===== src/hdl/ppd_pkg.sv =====
`default_nettype none

package ppd_pkg;

  localparam int SAMPLE_BITS   = 12;
  localparam int TRIGGER_BITS  = 12;
  localparam int COUNT_BITS    = 15;
  localparam int DIFF_BITS     = SAMPLE_BITS + 3;
  localparam int FALL_MARGIN   = 'h100;
  localparam int FALL_STEP     = 'h30;
  localparam int RISE_STEP     = 'h10;
  localparam int CLIP_MARGIN   = 15;
  localparam int CLIP_LEVEL    = (2 ** SAMPLE_BITS) - CLIP_MARGIN;
  localparam int PRODUCT_SHIFT = 6;
  localparam int PROD1_BITS    = SAMPLE_BITS + COUNT_BITS;
  localparam int PROD2_BITS    = PROD1_BITS + COUNT_BITS;

  localparam logic [COUNT_BITS-1:0] COUNT_MAX = {COUNT_BITS{1'b1}};

  typedef logic signed [DIFF_BITS-1:0] diff_t;

  typedef enum logic [1:0] {
    ST_RUN,
    ST_MUL1,
    ST_MUL2,
    ST_EMIT
  } ppd_state_t;

  typedef struct packed {
    logic step;
    logic mul_first;
    logic mul_second;
    logic load;
  } ppd_cmd_t;

  typedef struct packed {
    logic finish;
    logic out_free;
  } ppd_status_t;

  function automatic diff_t widen(input logic [SAMPLE_BITS-1:0] x);
    return diff_t'({{(DIFF_BITS - SAMPLE_BITS){1'b0}}, x});
  endfunction

endpackage

`default_nettype wire


===== src/hdl/ppd_if.sv =====
`default_nettype none

interface ppd_sample_if;
  import ppd_pkg::*;
  logic                   valid;
  logic                   ready;
  logic [SAMPLE_BITS-1:0] sample;
  modport source (output valid, output sample, input ready);
  modport sink (input valid, input sample, output ready);
endinterface

interface ppd_result_if;
  import ppd_pkg::*;
  logic                   valid;
  logic                   ready;
  logic [COUNT_BITS-1:0]  pulse_width;
  logic [COUNT_BITS-1:0]  pulse_height;
  logic [COUNT_BITS-1:0]  clipped_count;
  logic [SAMPLE_BITS-1:0] rise_slope;
  modport source (output valid, output pulse_width, output pulse_height,
                  output clipped_count, output rise_slope, input ready);
  modport sink (input valid, input pulse_width, input pulse_height,
                input clipped_count, input rise_slope, output ready);
endinterface

interface ppd_cfg_if;
  import ppd_pkg::*;
  logic                    valid;
  logic                    ready;
  logic [TRIGGER_BITS-1:0] data;
  modport source (output valid, output data, input ready);
  modport sink (input valid, input data, output ready);
endinterface

`default_nettype wire


===== src/hdl/particle_pulse_detector_unit.sv =====
// Particle pulse detector.
// The samples channel takes one detector sample per transaction and the
// results channel gives one transaction for every pulse that ends, carrying
// its width, corrected height, clipped sample count and rise slope.
// The cfg channel writes the trigger level; it is always ready and should be
// used only while no pulse result is outstanding.
// Samples are taken at one per cycle except while a pulse result is formed.
// A sample that ends a pulse holds the samples channel off while the clipping
// correction is formed by two registered multiplies in the datapath and its
// result is loaded into the output register behind the results channel.
// A result waits in the output register while the receiver stalls, and the
// block keeps taking samples meanwhile; it waits beyond the multiplies only if
// a second pulse ends before the first result has been taken.
// Reset clears the trigger level, the pulse state and the sample history to
// zero and leaves the results channel empty.

`default_nettype none

module particle_pulse_detector_unit (
  input  wire logic   clk,
  input  wire logic   rst,
  ppd_sample_if.sink  samples,
  ppd_result_if.source results,
  ppd_cfg_if.sink     cfg
);
  import ppd_pkg::*;

  ppd_cmd_t    cmd;
  ppd_status_t status;
  logic        in_ready;

  assign samples.ready = in_ready;
  assign cfg.ready     = 1'b1;

  ppd_ctrl u_ctrl (
    .clk      (clk),
    .rst      (rst),
    .in_valid (samples.valid),
    .in_ready (in_ready),
    .status   (status),
    .cmd      (cmd)
  );

  ppd_datapath u_datapath (
    .clk           (clk),
    .rst           (rst),
    .cfg_valid     (cfg.valid),
    .cfg_data      (cfg.data),
    .sample        (samples.sample),
    .cmd           (cmd),
    .status        (status),
    .out_ready     (results.ready),
    .out_valid     (results.valid),
    .pulse_width   (results.pulse_width),
    .pulse_height  (results.pulse_height),
    .clipped_count (results.clipped_count),
    .rise_slope    (results.rise_slope)
  );

endmodule

`default_nettype wire


===== src/hdl/ppd_ctrl.sv =====
`default_nettype none

module ppd_ctrl (
  input  wire logic                clk,
  input  wire logic                rst,
  input  wire logic                in_valid,
  output logic                     in_ready,
  input  wire ppd_pkg::ppd_status_t status,
  output ppd_pkg::ppd_cmd_t        cmd
);
  import ppd_pkg::*;

  ppd_state_t state;
  ppd_state_t state_next;

  always_ff @(posedge clk) begin
    if (rst) begin
      state <= ST_RUN;
    end else begin
      state <= state_next;
    end
  end

  always_comb begin
    state_next     = state;
    in_ready       = 1'b0;
    cmd            = '0;
    unique case (state)
      ST_RUN: begin
        in_ready = 1'b1;
        cmd.step = in_valid;
        if (in_valid && status.finish) begin
          state_next = ST_MUL1;
        end
      end
      ST_MUL1: begin
        cmd.mul_first = 1'b1;
        state_next    = ST_MUL2;
      end
      ST_MUL2: begin
        cmd.mul_second = 1'b1;
        state_next     = ST_EMIT;
      end
      ST_EMIT: begin
        if (status.out_free) begin
          cmd.load   = 1'b1;
          state_next = ST_RUN;
        end
      end
      default: begin
        state_next = ST_RUN;
      end
    endcase
  end

  a_finish_starts_multiply: assert property (@(posedge clk) disable iff (rst)
    (state == ST_RUN && in_valid && status.finish) |=> (state == ST_MUL1))
    else $error("pulse end did not start the height correction");

  a_multiply_sequence: assert property (@(posedge clk) disable iff (rst)
    (state == ST_MUL1) |=> (state == ST_MUL2))
    else $error("second multiply step skipped");

  a_emit_returns: assert property (@(posedge clk) disable iff (rst)
    (state == ST_EMIT && status.out_free) |=> (state == ST_RUN))
    else $error("controller did not return after loading a result");

endmodule

`default_nettype wire


===== src/hdl/ppd_datapath.sv =====
`default_nettype none

module ppd_datapath (
  input  wire logic                          clk,
  input  wire logic                          rst,
  input  wire logic                          cfg_valid,
  input  wire logic [ppd_pkg::TRIGGER_BITS-1:0] cfg_data,
  input  wire logic [ppd_pkg::SAMPLE_BITS-1:0]  sample,
  input  wire ppd_pkg::ppd_cmd_t             cmd,
  output ppd_pkg::ppd_status_t               status,
  input  wire logic                          out_ready,
  output logic                               out_valid,
  output logic [ppd_pkg::COUNT_BITS-1:0]     pulse_width,
  output logic [ppd_pkg::COUNT_BITS-1:0]     pulse_height,
  output logic [ppd_pkg::COUNT_BITS-1:0]     clipped_count,
  output logic [ppd_pkg::SAMPLE_BITS-1:0]    rise_slope
);
  import ppd_pkg::*;

  logic [TRIGGER_BITS-1:0] trigger_level;
  logic                    in_pulse;
  logic [SAMPLE_BITS-1:0]  peak_height;
  logic [COUNT_BITS-1:0]   width_count;
  logic [COUNT_BITS-1:0]   clip_count;
  logic [SAMPLE_BITS-1:0]  start_slope;
  logic [SAMPLE_BITS-1:0]  last_sample;
  logic [SAMPLE_BITS-1:0]  sample_before_last;
  logic [PROD1_BITS-1:0]   prod_first;
  logic [PROD2_BITS-1:0]   prod_second;

  diff_t v_s;
  diff_t trig_s;
  diff_t last_s;
  diff_t before_s;
  diff_t peak_s;
  diff_t over;
  diff_t rise_step;
  diff_t three_quarter;
  diff_t fall_lhs;
  diff_t fall_rhs;
  diff_t rise_lhs;
  diff_t rise_rhs;
  logic  start;
  logic  finish;
  logic  clip_hit;

  logic [PROD2_BITS-PRODUCT_SHIFT-1:0] correction;
  logic [PROD2_BITS-PRODUCT_SHIFT:0]   height_sum;
  logic [COUNT_BITS-1:0]               height_sat;

  always_comb begin
    v_s           = widen(sample);
    trig_s        = widen(trigger_level);
    last_s        = widen(last_sample);
    before_s      = widen(sample_before_last);
    peak_s        = widen(peak_height);
    over          = v_s - trig_s;
    rise_step     = v_s - last_s;
    three_quarter = peak_s - (peak_s >>> 2) - diff_t'(FALL_MARGIN);
    fall_lhs      = (last_s - v_s) <<< 1;
    fall_rhs      = (before_s - last_s) - diff_t'(FALL_STEP);
    rise_lhs      = rise_step;
    rise_rhs      = (widen(start_slope) <<< 1) + diff_t'(RISE_STEP);
    start         = 1'b0;
    finish        = 1'b0;
    if (!in_pulse) begin
      start = (over > 0) && (v_s > last_s);
    end else begin
      finish = (v_s < trig_s);
      if (over < three_quarter) begin
        if (fall_lhs < fall_rhs) begin
          finish = 1'b1;
        end
      end else if (rise_lhs > rise_rhs) begin
        start = 1'b1;
      end
    end
    clip_hit = (v_s > diff_t'(CLIP_LEVEL));
  end

  assign status.finish   = in_pulse && !start && finish;
  assign status.out_free = !out_valid || out_ready;

  always_ff @(posedge clk) begin
    if (rst) begin
      trigger_level <= '0;
    end else if (cfg_valid) begin
      trigger_level <= cfg_data;
    end
  end

  always_ff @(posedge clk) begin
    if (rst) begin
      in_pulse           <= 1'b0;
      peak_height        <= '0;
      width_count        <= '0;
      clip_count         <= '0;
      start_slope        <= '0;
      last_sample        <= '0;
      sample_before_last <= '0;
    end else if (cmd.step) begin
      if (start) begin
        in_pulse    <= 1'b1;
        peak_height <= (over > 0) ? over[SAMPLE_BITS-1:0] : '0;
        width_count <= COUNT_BITS'(1);
        clip_count  <= '0;
        start_slope <= (rise_step > 0) ? rise_step[SAMPLE_BITS-1:0] : '0;
      end else if (finish) begin
        in_pulse <= 1'b0;
      end else if (in_pulse) begin
        if (over > peak_s) begin
          peak_height <= over[SAMPLE_BITS-1:0];
        end
        if (width_count != COUNT_MAX) begin
          width_count <= width_count + 1'b1;
        end
        if (clip_hit && clip_count != COUNT_MAX) begin
          clip_count <= clip_count + 1'b1;
        end
      end
      sample_before_last <= last_sample;
      last_sample        <= sample;
    end
  end

  always_ff @(posedge clk) begin
    if (cmd.mul_first) begin
      prod_first <= PROD1_BITS'(start_slope) * PROD1_BITS'(clip_count);
    end
    if (cmd.mul_second) begin
      prod_second <= PROD2_BITS'(prod_first) * PROD2_BITS'(clip_count);
    end
  end

  always_comb begin
    if (clip_count > COUNT_BITS'(1)) begin
      correction = prod_second[PROD2_BITS-1:PRODUCT_SHIFT];
    end else begin
      correction = '0;
    end
    height_sum = (PROD2_BITS-PRODUCT_SHIFT+1)'(peak_height)
               + (PROD2_BITS-PRODUCT_SHIFT+1)'(correction);
    if (height_sum > (PROD2_BITS-PRODUCT_SHIFT+1)'(COUNT_MAX)) begin
      height_sat = COUNT_MAX;
    end else begin
      height_sat = height_sum[COUNT_BITS-1:0];
    end
  end

  always_ff @(posedge clk) begin
    if (rst) begin
      out_valid <= 1'b0;
    end else if (cmd.load) begin
      out_valid <= 1'b1;
    end else if (out_ready) begin
      out_valid <= 1'b0;
    end
  end

  always_ff @(posedge clk) begin
    if (cmd.load) begin
      pulse_width   <= width_count;
      pulse_height  <= height_sat;
      clipped_count <= clip_count;
      rise_slope    <= start_slope;
    end
  end

  a_load_sets_valid: assert property (@(posedge clk) disable iff (rst)
    cmd.load |=> out_valid)
    else $error("loaded result not presented");

  a_pulse_has_width: assert property (@(posedge clk) disable iff (rst)
    in_pulse |-> (width_count != '0))
    else $error("pulse in progress with zero width");

  a_finish_clears_pulse: assert property (@(posedge clk) disable iff (rst)
    (cmd.step && status.finish) |=> !in_pulse)
    else $error("pulse did not end on its ending sample");

endmodule

`default_nettype wire

===== src/flat_wrapper.sv =====
// flat-port wrapper written by rule: the top's interface ports become plain ports
module particle_pulse_detector_unit_flat import ppd_pkg::*;
  (clk, rst, samples_valid, samples_sample, samples_ready, results_valid, results_pulse_width, results_pulse_height, results_clipped_count, results_rise_slope, results_ready, cfg_valid, cfg_data, cfg_ready);
  ppd_sample_if samples_i ();
  ppd_result_if results_i ();
  ppd_cfg_if cfg_i ();
  input  wire logic clk;
  input  wire logic rst;
  input wire logic [$bits(samples_i.valid)-1:0] samples_valid;
  input wire logic [$bits(samples_i.sample)-1:0] samples_sample;
  output wire logic [$bits(samples_i.ready)-1:0] samples_ready;
  output wire logic [$bits(results_i.valid)-1:0] results_valid;
  output wire logic [$bits(results_i.pulse_width)-1:0] results_pulse_width;
  output wire logic [$bits(results_i.pulse_height)-1:0] results_pulse_height;
  output wire logic [$bits(results_i.clipped_count)-1:0] results_clipped_count;
  output wire logic [$bits(results_i.rise_slope)-1:0] results_rise_slope;
  input wire logic [$bits(results_i.ready)-1:0] results_ready;
  input wire logic [$bits(cfg_i.valid)-1:0] cfg_valid;
  input wire logic [$bits(cfg_i.data)-1:0] cfg_data;
  output wire logic [$bits(cfg_i.ready)-1:0] cfg_ready;
  assign samples_i.valid = samples_valid;
  assign samples_i.sample = samples_sample;
  assign samples_ready = samples_i.ready;
  assign results_valid = results_i.valid;
  assign results_pulse_width = results_i.pulse_width;
  assign results_pulse_height = results_i.pulse_height;
  assign results_clipped_count = results_i.clipped_count;
  assign results_rise_slope = results_i.rise_slope;
  assign results_i.ready = results_ready;
  assign cfg_i.valid = cfg_valid;
  assign cfg_i.data = cfg_data;
  assign cfg_ready = cfg_i.ready;
  particle_pulse_detector_unit u_core (.clk(clk), .rst(rst), .samples(samples_i), .results(results_i), .cfg(cfg_i));
endmodule

===== config.mk =====
export PLATFORM = sky130hd
export DESIGN_NAME = particle_pulse_detector_unit_flat
export DESIGN_NICKNAME = d
export VERILOG_FILES = /design/src/hdl/ppd_pkg.sv /design/src/hdl/ppd_if.sv /design/src/hdl/particle_pulse_detector_unit.sv /design/src/hdl/ppd_ctrl.sv /design/src/hdl/ppd_datapath.sv /design/src/flat_wrapper.sv
export SDC_FILE = /design/constraint.sdc
export NUM_CORES = 2
export LEC_CHECK = 0
export ABC_AREA = 1
export BUFFER_PORTS_ARGS = -buffer_cell sky130_fd_sc_hd__buf_2
export CAP_MARGIN = 5
export CORE_UTILIZATION = 40
export DETAILED_ROUTE_END_ITERATION = 10
export PLACE_DENSITY = 0.57
export SLEW_MARGIN = 20
export SYNTH_ARGS = -nofsm -noshare
export SYNTH_HDL_FRONTEND = slang
export SYNTH_SLANG_ARGS = --single-unit
export TNS_END_PERCENT = 20

===== constraint.sdc =====
create_clock -name clk -period 8.33 [get_ports clk]
set_clock_uncertainty 0.1 [all_clocks]
set_input_delay 0.4165 -clock clk [delete_from_list [all_inputs] [get_ports clk]]
set_output_delay 0.4165 -clock clk [all_outputs]
set_load 0.01 [all_outputs]

# Yosys cells after proc, flatten, opt, wreduce, memory -nomap -nowiden
# Cells that the tools add are included.
[word_totals] reg_bits=220 out_inout_bits=60
[classes] addsub=11 n_mul=2 magnitude_cmp=11 n_eq_ne=8 muxes=34 n_reduce_logical=21
[op_table] op="$mux W15" count=8
[op_table] op="$mux W12" count=6
[op_table] op="$sub A12 B12 Y13" count=4
[op_table] op="$mul A27 B15 Y42" count=1
[op_table] op="$add A12 B36 Y37" count=1
[op_table] op="$gt A37 B15 Y1 const B" count=1
[op_table] op="$mux W36" count=1
[op_table] op="$add A15 B1 Y15 const B" count=2
[op_table] op="$ne A15 B15 Y1 const B" count=2
[op_table] op="$mul A12 B15 Y27" count=1
[op_table] op="$gt A13 B1 Y1 const B" count=2
[op_table] op="$mux W1" count=16
[op_table] op="$gt A13 B15 Y1" count=1
[op_table] op="$gt A15 B1 Y1 const B" count=1
[op_table] op="$add A13 B5 Y14 const B" count=1
[op_table] op="$lt A13 B14 Y1" count=1
[op_table] op="$lt A14 B14 Y1" count=1
[op_table] op="$sub A13 B10 Y14 const B" count=1
[op_table] op="$sub A13 B7 Y14 const B" count=1
[op_table] op="$gt A13 B13 Y1" count=1
[op_table] op="$sub A12 B10 Y13" count=1
[op_table] op="$gt A12 B12 Y1" count=1
[op_table] op="$gt A12 B12 Y1 const B" count=1
[op_table] op="$lt A12 B12 Y1" count=1
[op_table] op="13 further kinds" count=30

# Depth between registers and ports, before layout
[depth] word_depth=11 mapped_depth=32

# Modules after synthesis
# Synthesis repeated with hierarchy kept, for this count alone.
[hier_totals] cells_unflattened=4447 hier_area_um2=33746.1
[modules_own_cells] module="ppd_datapath" instances=1 cells_per_inst=4417 area_per_inst_um2=33543.4
[modules_own_cells] module="ppd_ctrl" instances=1 cells_per_inst=28 area_per_inst_um2=191.4
[modules_own_cells] module="particle_pulse_detector_unit" instances=1 cells_per_inst=2 area_per_inst_um2=11.3

# Worst setup path before layout
# OpenSTA, ideal clock, no wires.
[synth_timing] path_kind="flip-flop to flip-flop" start="register u_core.u_datapath.clip_count[9]" end="register u_core.u_datapath.prod_second[40], data pin" setup_time_ps=265 t_arrival_ps=5932 setup_slack_ps=2033 path_stages_with_launch=24 synth_period_minus_slack_ps=6297 path_cell_list="dfxtp_1 > buf_2 > clkbuf_1 > clkbuf_1 > nand2_1 > fa_1 > inv_1 > fa_1 > fa_1 > fa_1 > fa_1 > inv_1 > fa_1 > inv_1 > ha_1 > nand2_1 > nor2_1 > inv_1 > nor4_1 > a21oi_1 > o21ai_0 > nand2_1 > o21ai_0 > xor2_1"
[synth_via] elab_chain_len=1
[synth_rtl] element="start, declared" line="ppd_datapath.sv:24" rtl="logic [COUNT_BITS-1:0] clip_count;"
[synth_rtl] element="start signal, assigned" line="ppd_datapath.sv:118" rtl="clip_count <= clip_count + 1'b1;"
[synth_rtl] element="$mul A27 B15 Y42" line="ppd_datapath.sv:131" rtl="prod_second <= PROD2_BITS'(prod_first) * PROD2_BITS'(clip_count);"
[synth_rtl] element="end signal, assigned" line="ppd_datapath.sv:131"
[synth_rtl] element="end, declared" line="ppd_datapath.sv:29" rtl="logic [PROD2_BITS-1:0] prod_second;"
# No other way between the ends.
# A chain may end at the register's enable or synchronous reset.

# Worst setup path after layout
[layout_timing] start="register u_core.u_datapath.clip_count[2]" end="register u_core.u_datapath.prod_second[40], data pin"
# Same word-level chain as after synthesis.

==> flow_metrics.tcl <==
set metrics [dict create \
    status "complete, no violations" \
    start_kind "register" \
    period_needed_ns 6.78 \
    tightest_slew_ns 0.953 \
    rows 105 \
    final-seq-area_um2 5500 \
    ys_warn_count 0 \
    crit_end "u_core.u_datapath.prod_second[40]" \
    yosysMostFrequentCell "nand2_1" \
    die_area_um2 84200 \
    yosys.area.top_type "fa_1" \
    fin_setup_tns_ns 0 \
    path_depth 21 \
    viasPerCell 4.95 \
    critPathSlowestCell "dfxtp_2" \
    gp_congestion 0.881 \
    powerDensity_nw_per_um2 163 \
    arrival_ns 6.98 \
    cts_root_buf "clkbuf_16" \
    cp.buffers_inverters 5 \
    worstPathRequired_ns 8.54 \
    antenna_found_initial 0 \
    synth_edf_count 120 \
    fin_cells 5366 \
    yosys.area.top_type_share 0.276 \
    ys_seq_area_frac 0.165 \
    hp-class "in2reg" \
    start_util 0.404 \
    insertion_delay_ns 0.58 \
    ios 89 \
    path_class "reg2reg" \
    grt_start_max_net_pins 53 \
    cts_tree "built" \
    vias 26600 \
    die_h_um 290 \
    clk_path_buf_depth 3 \
    critPathTopFamily "adder cells" \
    relSlewSlack 0.365 \
    drive_above_1_share 0.0538 \
    finalHoldViolCount 0 \
    ant_nets 0 \
    utilization 0.430 \
    critPathCaptureType "register" \
    synthTopCellsByArea "fa_1 28%, nand2_1 12%, inv_1 12%, ha_1 11%, edfxtp_1 11%" \
    vdd_ir_drop_max_uv 151 \
    max_freq_mhz 148 \
    cts_made_buffers 27 \
    ys_seq_elements 214 \
    r2r_slack_ns 1.55 \
    htree_levels 1 \
    path_max_fanout 26 \
    async_flop_share 0 \
    grt_pass1_wl_mm 143 \
    synthCells 4307 \
    cts_sinks 214 \
    gr-usage-all-layers 0.210 \
    setup_violations 0 \
    r2r-start "u_core.u_datapath.clip_count[2]" \
    rsz0062_at_grt "no" \
    dieWidth_um 290 \
    startpoint "u_core.u_datapath.clip_count[2]" \
    path_clk_slew_ns 0.07 \
    syn_area_um2 33200 \
    grt-ovfl-total 0 \
    path_cells "buf_4 > nand2_1 > fa_1 > fa_1 > inv_1 > fa_1 > inv_1 > fa_1 > fa_1 > fa_1 > inv_1 > ha_1 > nand2_1 > nor2_1 > inv_1 > nor4_1 > a21oi_1 > o21ai_0 > nand2_1 > o21ai_0 > xor2_1" \
    final_nets 5061 \
    path_common_cell "fa_1" \
    synth_ff_type "edfxtp_1" \
    drt_iter0_markers 1602 \
    wl_per_cell_um 16.1 \
    core_um2 82100 \
    maxCapViolations 0 \
    syn_nets 5093 \
    avgSynthCellArea_um2 7.71 \
    multi_input_area_um2 23000 \
    dp_hpwl_mm 67.9 \
    antenna_cells 0 \
    slowest_delay_ns 0.64 \
    port_buffers 87 \
    filler_cell_count 8349 \
    timing.final.crit_share 0.813 \
    grt_pass1_vias 27400 \
    drt_first_pass_iters 6 \
    route.detailed.drc 0 \
    reg2reg_depth 21 \
    place_inst 5314 \
    wirelength_mm 86.2 \
    yosys-top-cells-count "1053 x nand2_1, 1043 x inv_1, 458 x fa_1, 299 x ha_1, 228 x a21oi_1" \
    ctsResizeCount 0 \
    r2r_end "u_core.u_datapath.prod_second[40]" \
    p_total_mw 5.77 \
    ys_types 59 \
    drv_slew 0 \
    syn_to_final_growth_pct 6.39 \
    leakagePower_nw 18.7 \
]
[metrics by stage]
step / worst slack (ns) / area (um^2) / hold slack, ns
after global placement: 1.69 / 34400 / 0.343
after CTS: 1.57 / 35300 / 0.00795
final: 1.55 / 35300 / 0.0236
after detailed placement: 1.60 / 34400 / 0.341
after global routing: 1.05 / 35300 / 0.0360
after floorplan: 2.03 / 33200 / 0.303
[worst register-to-register path: stages, from the launching register on]
cell and delay (ns):
dfxtp_2 0.64, buf_4 0.43, nand2_1 0.13, fa_1 0.48, fa_1 0.54, inv_1 0.05
fa_1 0.49, inv_1 0.05, fa_1 0.54, fa_1 0.42, fa_1 0.49, inv_1 0.04
ha_1 0.36, nand2_1 0.11, nor2_1 0.11, inv_1 0.07, nor4_1 0.35, a21oi_1 0.23
o21ai_0 0.43, nand2_1 0.13, o21ai_0 0.22, xor2_1 0.09
[layer usage]
layer  wire length (um)  GRT usage  up-vias
li1                   -          -    12900
met1              39400      0.281    12900
met2              40900      0.362      596
met3               3700     0.0197      124
met4               2230     0.0583        0
met5                  0          0        -
[how the worst min path moves through the flow]
stage	from	to	slack, ns	cells after the start
global placement	u_core.u_datapath.start_slope[6]	u_core.u_datapath.rise_slope[6]	0.34	0
global route	cfg_data[7]	u_core.u_datapath.trigger_level[7]	0.04	3
CTS	cfg_data[9]	u_core.u_datapath.trigger_level[9]	0.008	3
detailed placement	u_core.u_datapath.start_slope[6]	u_core.u_datapath.rise_slope[6]	0.34	0
finish	cfg_data[9]	u_core.u_datapath.trigger_level[9]	0.02	3
floorplan	u_core.u_datapath.clip_count[10]	u_core.u_datapath.clipped_count[10]	0.30	0
[cell usage in the layout, fill, tap and decap left out, types with 87 or more instances in the layout]
cell	netlist	routed
nand3_1	147	147
inv_1	1043	1043
o21ai_0	109	109
a21oi_1	228	227
fa_1	458	458
edfxtp_1	120	120
ha_1	299	298
buf_2	33	87
nor2_1	187	187
nand2_1	1053	1053
xor2_1	107	107
[power by group]
part           switching [mW]  internal, mW  total [mW]
sequential              0.324          1.28        1.61
combinational            1.86          1.08        2.93
clock                   0.515         0.712        1.23
[what timing repair did]
action                                 4_1_cts  5_1_grt
endpoints found under the hold margin        1        0
buffers inserted                             0        0
hold buffers                                 2        0
[cell families (layout without fill, tap and decap cells)]
family	after synthesis	count (layout)	share of synthesized area
flip-flops	214	214	0.165
adder cells (fa/ha/maj)	757	757	0.389
XOR/XNOR	152	152	0.0401
AND/OR/NAND/NOR	1535	1535	0.193
AO/OA/AOI/OAI	426	426	0.0698
buffers and inverters	1222	1211	0.143
other	1	1	0.000113
[registers in the layout, indices dropped and copies added (netlist names)]
name	cells
u_core.u_datapath.in_pulse	1
u_core.u_datapath.prod_first	27
u_core.u_datapath.clip_count	15
u_core.u_datapath.sample_before_last	12
u_core.u_datapath.pulse_width	15
u_core.u_datapath.prod_second	36
u_core.u_datapath.peak_height	12
u_core.u_datapath.pulse_height	15
u_core.u_ctrl.state	2
u_core.u_datapath.rise_slope	12
u_core.u_datapath.last_sample	12
u_core.u_datapath.trigger_level	12
u_core.u_datapath.start_slope	12
u_core.u_datapath.out_valid	1
u_core.u_datapath.clipped_count	15
u_core.u_datapath.width_count	15
[final cells by class]
cell class,instances,share of cell area
Clock buffer,30,0.0200
Inverter,1049,0.111
Sequential cell,214,0.156
Multi-Input combinational cell,2871,0.651
Tap cell,1070,0.0379
Timing Repair Buffer,112,0.0178
Clock inverter,20,0.00620
No activity file was read; power rests on OpenSTA's default activity.
